<file path="src/rtl/core/blkmm_pkg.sv">
// Shared types and constants for the blocked matrix multiply block.
// Used by blkmm_ctrl, blkmm_datapath and blocked_matrix_multiply; no dependencies.
`default_nettype none
package blkmm_pkg;

	localparam int ELEMENT_BITS = 16;
	localparam int PRODUCT_BITS = 35;
	localparam int STORE_DEPTH = 64;
	localparam int ADDR_W = $clog2(STORE_DEPTH);
	localparam int LOAD_W = ADDR_W + 1;
	localparam int CFG_W = 4;

	typedef enum logic [0:0] {
		REG_MATRIX_ORDER = 1'b0,
		REG_TILE_SIZE = 1'b1
	} cfg_reg_t;

	typedef enum logic [1:0] {
		STATUS_OK = 2'd0,
		STATUS_TILE_ZERO = 2'd1,
		STATUS_TILE_EXCEEDS = 2'd2,
		STATUS_TILE_NODIV = 2'd3
	} status_t;

	typedef struct packed {
		logic signed [ELEMENT_BITS-1:0] a_element;
		logic signed [ELEMENT_BITS-1:0] b_element;
		logic final_pair;
	} pair_t;

	typedef struct packed {
		logic signed [PRODUCT_BITS-1:0] product_element;
		status_t status_code;
		logic end_of_run;
	} result_t;

	typedef struct packed {
		logic wr_en;
		logic [ADDR_W-1:0] wr_addr;
		logic rd_en;
		logic [ADDR_W-1:0] rd_a_addr;
		logic [ADDR_W-1:0] rd_b_addr;
		logic first_k;
		logic last_k;
		logic last_elem;
		logic err_en;
		status_t err_status;
	} cmd_t;

	typedef struct packed {
		logic run_done;
	} stat_t;

	// True when the tile size divides the order; valid for 1 <= t <= n <= 8.
	function automatic logic tile_divides(input logic [CFG_W-1:0] n, input logic [CFG_W-1:0] t);
		logic ok;
		ok = 1'b0;
		unique case (t)
			4'd1: ok = 1'b1;
			4'd2: ok = !n[0];
			4'd3: ok = (n == 4'd3) || (n == 4'd6);
			4'd4: ok = (n == 4'd4) || (n == 4'd8);
			4'd5: ok = (n == 4'd5);
			4'd6: ok = (n == 4'd6);
			4'd7: ok = (n == 4'd7);
			4'd8: ok = (n == 4'd8);
			default: ok = 1'b0;
		endcase
		return ok;
	endfunction

endpackage
`default_nettype wire

</file>
<file path="src/rtl/core/blkmm_ctrl.sv">
// Controller for the blocked matrix multiply: configuration registers, load index,
// size check and the i/j/k sequencer. Depends on blkmm_pkg.
`default_nettype none
module blkmm_ctrl import blkmm_pkg::*; #(
	parameter int MAX_ORDER = 8
) (
	input wire logic clk,
	input wire logic arst_n,
	input wire logic start,
	input wire logic final_pair,
	output logic busy,
	input wire logic cfg_valid,
	output logic cfg_ready,
	input wire cfg_reg_t cfg_index,
	input wire logic [CFG_W-1:0] cfg_data,
	output cmd_t cmd,
	input wire stat_t stat
);

	localparam int IDX_W = (MAX_ORDER > 1) ? $clog2(MAX_ORDER) : 1;
	localparam logic [CFG_W-1:0] ORDER_LIMIT = CFG_W'(MAX_ORDER);

	typedef enum logic [3:0] {
		ST_IDLE = 4'b0001,
		ST_RUN = 4'b0010,
		ST_ERR = 4'b0100,
		ST_DRAIN = 4'b1000
	} state_t;

	state_t state_q;
	logic [CFG_W-1:0] matrix_order_q;
	logic [CFG_W-1:0] tile_size_q;
	logic [CFG_W-1:0] n_q;
	logic [LOAD_W-1:0] load_idx_q;
	logic [IDX_W-1:0] i_q;
	logic [IDX_W-1:0] j_q;
	logic [IDX_W-1:0] k_q;
	logic [ADDR_W-1:0] row_base_q;
	logic [ADDR_W-1:0] b_ptr_q;
	status_t err_q;

	logic accept;
	logic [CFG_W-1:0] n_clamp;
	status_t check;
	logic k_last;
	logic j_last;
	logic i_last;
	logic [ADDR_W-1:0] n_addr;

	assign cfg_ready = 1'b1;
	assign busy = (state_q != ST_IDLE);
	assign accept = start && !busy;

	assign n_clamp = (matrix_order_q > ORDER_LIMIT) ? ORDER_LIMIT : matrix_order_q;
	assign n_addr = ADDR_W'(n_q);

	always_comb begin
		priority if (tile_size_q == '0) begin
			check = STATUS_TILE_ZERO;
		end else if (tile_size_q > n_clamp) begin
			check = STATUS_TILE_EXCEEDS;
		end else if (!tile_divides(n_clamp, tile_size_q)) begin
			check = STATUS_TILE_NODIV;
		end else begin
			check = STATUS_OK;
		end
	end

	assign k_last = (CFG_W'(k_q) == n_q - CFG_W'(1));
	assign j_last = (CFG_W'(j_q) == n_q - CFG_W'(1));
	assign i_last = (CFG_W'(i_q) == n_q - CFG_W'(1));

	always_comb begin
		cmd = '0;
		cmd.wr_en = accept && !load_idx_q[LOAD_W-1];
		cmd.wr_addr = load_idx_q[ADDR_W-1:0];
		cmd.rd_en = (state_q == ST_RUN);
		cmd.rd_a_addr = row_base_q + ADDR_W'(k_q);
		cmd.rd_b_addr = b_ptr_q;
		cmd.first_k = (k_q == '0);
		cmd.last_k = k_last;
		cmd.last_elem = k_last && j_last && i_last;
		cmd.err_en = (state_q == ST_ERR);
		cmd.err_status = err_q;
	end

	always_ff @(posedge clk or negedge arst_n) begin
		if (!arst_n) begin
			matrix_order_q <= CFG_W'(8);
			tile_size_q <= CFG_W'(1);
		end else if (cfg_valid && cfg_ready) begin
			unique case (cfg_index)
				REG_MATRIX_ORDER: matrix_order_q <= cfg_data;
				REG_TILE_SIZE: tile_size_q <= cfg_data;
				default: ;
			endcase
		end
	end

	always_ff @(posedge clk or negedge arst_n) begin
		if (!arst_n) begin
			load_idx_q <= '0;
		end else if (accept) begin
			if (final_pair) begin
				load_idx_q <= '0;
			end else if (!load_idx_q[LOAD_W-1]) begin
				load_idx_q <= load_idx_q + LOAD_W'(1);
			end
		end
	end

	always_ff @(posedge clk or negedge arst_n) begin
		if (!arst_n) begin
			state_q <= ST_IDLE;
			n_q <= '0;
			err_q <= STATUS_OK;
			i_q <= '0;
			j_q <= '0;
			k_q <= '0;
			row_base_q <= '0;
			b_ptr_q <= '0;
		end else begin
			unique case (state_q)
				ST_IDLE: begin
					if (accept && final_pair) begin
						n_q <= n_clamp;
						err_q <= check;
						i_q <= '0;
						j_q <= '0;
						k_q <= '0;
						row_base_q <= '0;
						b_ptr_q <= '0;
						state_q <= (check == STATUS_OK) ? ST_RUN : ST_ERR;
					end
				end
				ST_RUN: begin
					if (!k_last) begin
						k_q <= k_q + IDX_W'(1);
						b_ptr_q <= b_ptr_q + n_addr;
					end else begin
						k_q <= '0;
						if (!j_last) begin
							j_q <= j_q + IDX_W'(1);
							b_ptr_q <= ADDR_W'(j_q) + ADDR_W'(1);
						end else begin
							j_q <= '0;
							b_ptr_q <= '0;
							i_q <= i_q + IDX_W'(1);
							row_base_q <= row_base_q + n_addr;
							if (i_last) begin
								state_q <= ST_DRAIN;
							end
						end
					end
				end
				ST_ERR: begin
					state_q <= ST_DRAIN;
				end
				ST_DRAIN: begin
					if (stat.run_done) begin
						state_q <= ST_IDLE;
					end
				end
				default: state_q <= ST_IDLE;
			endcase
		end
	end

endmodule
`default_nettype wire

</file>
<file path="src/rtl/core/blkmm_datapath.sv">
// Datapath for the blocked matrix multiply: A and B stores, multiplier,
// exact accumulator and the result register. Depends on blkmm_pkg.
`default_nettype none
module blkmm_datapath import blkmm_pkg::*; (
	input wire logic clk,
	input wire logic arst_n,
	input wire pair_t pair,
	input wire cmd_t cmd,
	output stat_t stat,
	output result_t result,
	output logic result_strobe
);

	logic [ELEMENT_BITS-1:0] a_mem [STORE_DEPTH];
	logic [ELEMENT_BITS-1:0] b_mem [STORE_DEPTH];

	logic signed [ELEMENT_BITS-1:0] a_rd_s1;
	logic signed [ELEMENT_BITS-1:0] b_rd_s1;
	logic vld_s1;
	logic first_s1;
	logic last_k_s1;
	logic end_s1;

	logic signed [2*ELEMENT_BITS-1:0] prod_s2;
	logic vld_s2;
	logic first_s2;
	logic last_k_s2;
	logic end_s2;

	logic signed [PRODUCT_BITS-1:0] acc_q;
	logic signed [PRODUCT_BITS-1:0] sum;
	result_t res_q;
	logic strobe_q;

	always_ff @(posedge clk) begin
		if (cmd.wr_en) begin
			a_mem[cmd.wr_addr] <= pair.a_element;
			b_mem[cmd.wr_addr] <= pair.b_element;
		end
		if (cmd.rd_en) begin
			a_rd_s1 <= a_mem[cmd.rd_a_addr];
			b_rd_s1 <= b_mem[cmd.rd_b_addr];
		end
	end

	always_ff @(posedge clk or negedge arst_n) begin
		if (!arst_n) begin
			vld_s1 <= 1'b0;
			first_s1 <= 1'b0;
			last_k_s1 <= 1'b0;
			end_s1 <= 1'b0;
			vld_s2 <= 1'b0;
			first_s2 <= 1'b0;
			last_k_s2 <= 1'b0;
			end_s2 <= 1'b0;
			strobe_q <= 1'b0;
		end else begin
			vld_s1 <= cmd.rd_en;
			first_s1 <= cmd.first_k;
			last_k_s1 <= cmd.last_k;
			end_s1 <= cmd.last_elem;
			vld_s2 <= vld_s1;
			first_s2 <= first_s1;
			last_k_s2 <= last_k_s1;
			end_s2 <= end_s1;
			strobe_q <= (vld_s2 && last_k_s2) || cmd.err_en;
		end
	end

	always_ff @(posedge clk) begin
		prod_s2 <= a_rd_s1 * b_rd_s1;
	end

	assign sum = (first_s2 ? PRODUCT_BITS'(0) : acc_q) + PRODUCT_BITS'(prod_s2);

	always_ff @(posedge clk) begin
		if (vld_s2) begin
			acc_q <= sum;
		end
		if (cmd.err_en) begin
			res_q.product_element <= '0;
			res_q.status_code <= cmd.err_status;
			res_q.end_of_run <= 1'b1;
		end else begin
			res_q.product_element <= sum;
			res_q.status_code <= STATUS_OK;
			res_q.end_of_run <= end_s2;
		end
	end

	assign result = res_q;
	assign result_strobe = strobe_q;
	assign stat.run_done = strobe_q && res_q.end_of_run;

endmodule
`default_nettype wire

</file>
<file path="src/rtl/core/blocked_matrix_multiply.sv">
// Top level of the blocked matrix multiply.
// Instantiates blkmm_ctrl and blkmm_datapath; depends on blkmm_pkg.
//
// Element pairs load at one per cycle while busy is low; a pair is taken at a
// clock edge with start high and busy low. The pair with final_pair set raises
// busy and starts the product: a single multiplier fed by one read port of each
// store performs one multiply-accumulate per cycle, and each element of C passes
// through the read, multiply and output registers. A failed tile check gives
// its single result through the error state and the output register. Each
// result is on the result port for one cycle with result_strobe high; the
// receiver cannot stall the block.
// Store entries hold no reset value, and there is no clearing pass after reset.
`default_nettype none
module blocked_matrix_multiply import blkmm_pkg::*; #(
	parameter int MAX_ORDER = 8
) (
	input wire logic clk,
	input wire logic arst_n,
	input wire logic start,
	output logic busy,
	input wire pair_t pair,
	output result_t result,
	output logic result_strobe,
	input wire logic cfg_valid,
	output logic cfg_ready,
	input wire cfg_reg_t cfg_index,
	input wire logic [CFG_W-1:0] cfg_data
);

	cmd_t cmd;
	stat_t stat;

	blkmm_ctrl #(
		.MAX_ORDER(MAX_ORDER)
	) u_ctrl (
		.clk(clk),
		.arst_n(arst_n),
		.start(start),
		.final_pair(pair.final_pair),
		.busy(busy),
		.cfg_valid(cfg_valid),
		.cfg_ready(cfg_ready),
		.cfg_index(cfg_index),
		.cfg_data(cfg_data),
		.cmd(cmd),
		.stat(stat)
	);

	blkmm_datapath u_datapath (
		.clk(clk),
		.arst_n(arst_n),
		.pair(pair),
		.cmd(cmd),
		.stat(stat),
		.result(result),
		.result_strobe(result_strobe)
	);

endmodule
`default_nettype wire
</file>
<file path="config.mk">
export PLATFORM = sky130hd
export DESIGN_NAME = blocked_matrix_multiply
export DESIGN_NICKNAME = d
export VERILOG_FILES = /design/src/rtl/core/blkmm_pkg.sv /design/src/rtl/core/blkmm_ctrl.sv /design/src/rtl/core/blkmm_datapath.sv /design/src/rtl/core/blocked_matrix_multiply.sv
export SDC_FILE = /design/constraint.sdc
export NUM_CORES = 2
export LEC_CHECK = 0
export ABC_AREA = 1
export BUFFER_PORTS_ARGS = -buffer_cell sky130_fd_sc_hd__buf_2
export CORE_MARGIN = 1
export CORE_UTILIZATION = 45
export CTS_CLUSTER_SIZE = 20
export DETAILED_ROUTE_END_ITERATION = 12
export HOLD_SLACK_MARGIN = 0.08
export PLACE_DENSITY = 0.7
export SLEW_MARGIN = 40
export SYNTH_ARGS = -nofsm -noshare
export SYNTH_HDL_FRONTEND = slang
export SYNTH_HIERARCHICAL = 1
export SYNTH_SLANG_ARGS = --single-unit
export TNS_END_PERCENT = 30
</file>
<file path="constraint.sdc">
create_clock -name clk -period 16 [get_ports clk]
set_clock_uncertainty 0.15 [all_clocks]
set_input_delay 3.2 -clock clk [delete_from_list [all_inputs] [get_ports clk]]
set_output_delay 3.2 -clock clk [all_outputs]
set_load 0.05 [all_outputs]
</file>
==> flow_summary.ini <==
[run_status]
status = completed

[cells_and_area]
area_delta_synth_final_pct = 12.37
drive_gt1_share_pct = 7.528
fin_nets = 9422
final_core_util_pct = 51.08

[critical_path]
crit_type = reg2reg
required_ns = 16.59
cp_max_fo = 16
end_kind = flip-flop
cp-endpoint = u_datapath/prod_s2[27]$_DFF_P_
crit_path_start_kind = flip-flop
cp.arrival_ns = 7.00
r2r-start = u_datapath/b_rd_s1[1]$_DFFE_PP_
ff2ff_setup_slack_ns = 9.59
crit_start = u_datapath/b_rd_s1[1]$_DFFE_PP_
rr_endpoint = u_datapath/prod_s2[27]$_DFF_P_
reg2regPathDepth = 19

[die]
die_w_um = 476.8
rows = 173
ioPinCount = 83
die_h_um = 476.8
core_area_um2 = 223200
dieArea_um2 = 227300
initial_core_util_pct = 45.45

[clocking]
cts_sinks = 2240
clockBufferDepth = 3
hold_buffers = 0
insertion_delay_ns = 0.88
path_clk_slew_ns = 0.06
cts_made_buffers = 213
cts-resized-gates = 0
cts_tree = built
htree_levels = 4
post-cts-setup-buffers = 0
clock-root-buffer = clkbuf_16

[routing]
viasPerCell = 5.810
avgRoutedWirePerCell_um = 25.00
drt_iter0_drc = 10170
vias = 70520
drc_errors = 0
ant_nets = 0
dr.pass1.iters = 6
totalWireLength_mm = 303.4

[power_and_ir_drop]
pwr-share-seq_pct = 38.3
p_sw_mw = 6.483
peakVddDrop_uv = 144.8
p_leak_nw = 42.85
powerDensity_nw_per_um2 = 155.3
p_comb_share_pct = 33.4
p_int_mw = 11.22
swShare_pct = 36.63
clkPwrFrac_pct = 28.3

[global_routing]
gr-usage-met1_pct = 34.90
grt_pass1_vias = 67830
grt_max_degree = 205
gr-total-overflow = 0
antenna_found_initial = 20
grtUsageTotal_pct = 26.37
grt.busiest_layer = met2
met3_usage_pct = 5.632
grt_use_met2_pct = 40.39
grt_first_pass_wirelength_mm = 445.0

[sta]
whs_ns = 0.1982
hold_viol_final = 0
rsz0062_at_grt = no
fin_tns_setup_ns = 0
relSlewSlack_pct = 37.72
fmax_mhz = 156.0
tightest_slew_ns = 0.9342
finalCriticalPeriod_ns = 6.412
setup_violations = 0
drv_slew = 0
period_share_pct = 40.08
fin_ws_ns = 9.588

[synthesis]
yosys-top-cells-area = edfxtp_1 63%, nand2_1 6.5%, fa_1 5.2%
synth_common_cells = 2115 x edfxtp_1, 1744 x nand2_1, 1120 x nor2_1, 973 x o21ai_0, 715 x inv_1
synth_top_area_share_pct = 62.61
synth.avg_cell_area_um2 = 11.26
synth-seq-cells = 2240
synthArstFlopShare_pct = 2.455
synth_flop_cell = edfxtp_1
synth_area_leader_cell = edfxtp_1
synth.distinct_cells = 49
yosysMostFrequentCell = edfxtp_1
synth_area_um2 = 101400
synth_edf_count = 2115
syn_nets = 9456
ys_seq_area_share_pct = 65.35
syn_inst = 9011
yosysWarnings = 6

[place]
gp_congestion = 0.9570
port_buffers = 81
pre_cts_ws_ns = 9.655
dp_hpwl_mm = 188.7

[worst_hold_path]
worst_hold_path_type = reg2reg
hold_start = u_datapath/first_s1$_DFF_PN0_

[flow_run]
maxCapViolCount = 0
[kinds of logic after synthesis]
logic type,synth area share (%)
fa+ha+maj,6.939
other cells,0.003697
flops,65.35
xor+xnor,0.5094
buf+inv,4.962
simple gates,13.41
compound gates,8.820
[worst min-delay path by stage]
stage                                                 to  slack (ns)  cells after the start
after floorplan              u_datapath/end_s2$_DFF_PN0_        0.18                      0
after global placement    u_datapath/last_k_s2$_DFF_PN0_        0.18                      0
after detailed placement   u_datapath/first_s2$_DFF_PN0_        0.19                      0
after CTS                    u_datapath/vld_s2$_DFF_PN0_        0.20                      0
after global routing         u_datapath/end_s2$_DFF_PN0_        0.20                      0
final                      u_datapath/first_s2$_DFF_PN0_        0.20                      0
[layout make-up]
cell class,instances,area (um2)
diodes,9,22.52
clock buffers,259,5587
clock inverters,132,1310
fillers,18790,109200
inverters,725,2764
multi-input cells,5529,30690
flip-flops and latches,2240,66300
well taps,2975,3722
repair buffers,268,3583
[power groups by stage]
stage / clock (mW) / sequential (mW) / combinational (mW)
final: 5.01 / 6.77 / 5.92
after floorplan: 0 / 7.00 / 3.71
after global placement: 0 / 6.90 / 5.74
after detailed placement: 0 / 6.90 / 5.81
after global routing: 5.27 / 6.79 / 6.50
after CTS: 5.04 / 6.78 / 5.84
[placed cells by master, fill, tap and decap left out, types with 41 or more instances in the layout]
| cell | count |
|---|---|
| buf_2 | 58 |
| buf_16 | 56 |
| nor2_1 | 1056 |
| o22ai_1 | 421 |
| a21oi_1 | 186 |
| clkbuf_16 | 216 |
| o21ai_0 | 973 |
| dfrtp_1 | 48 |
| nand2_1 | 1744 |
| clkinv_1 | 57 |
| edfxtp_1 | 2115 |
| inv_1 | 711 |
| buf_4 | 62 |
| nand3_1 | 454 |
| buf_8 | 48 |
| nor2_4 | 65 |
| clkbuf_1 | 41 |
| fa_1 | 266 |
| ha_1 | 136 |
| dfxtp_1 | 70 |
[worst max-delay path, stage by stage (launching register included)]
cell      delay [ns]
edfxtp_1        0.84
nand2_1         0.21
inv_1           0.17
fa_1            0.55
fa_1            0.91
fa_1            0.55
fa_1            0.51
fa_1            0.49
inv_1           0.05
fa_1            0.47
inv_1           0.04
ha_1            0.38
nand2_1         0.12
nor2_1          0.22
nand4_1         0.11
or2_1           0.24
nand3_1         0.13
nand2_1         0.08
inv_1           0.06
nor2_1          0.03
[sequential cells by signal, indices dropped and copies added (netlist names), 7 cells and up]
register            count
u_datapath/b_rd_s1     16
u_datapath/a_rd_s1     16
u_datapath/b_mem     1024
u_datapath/a_mem     1024
u_datapath/prod_s2     32
u_datapath/result      38
u_datapath/acc_q       35
u_ctrl/load_idx_q       7
[stage by stage]
| step | cells | total power, mW | area, um2 |
|---|---|---|---|
| after detailed placement | 11730 | 12.71 | 106900 |
| after floorplan | 9011 | 10.72 | 101400 |
| final | 12140 | 17.70 | 114000 |
| after global placement | 11630 | 12.64 | 104500 |
| after global routing | 12130 | 18.56 | 114000 |
| after CTS | 12120 | 17.66 | 113800 |
[layer usage]
layer / vias up / part of all wire [%]
li1: 30990 / -
met1: 34510 / 37
met2: 4236 / 45
met3: 777 / 11
met4: 4 / 6.2
met5: - / 0.025
(Power assumes the default switching activity.)
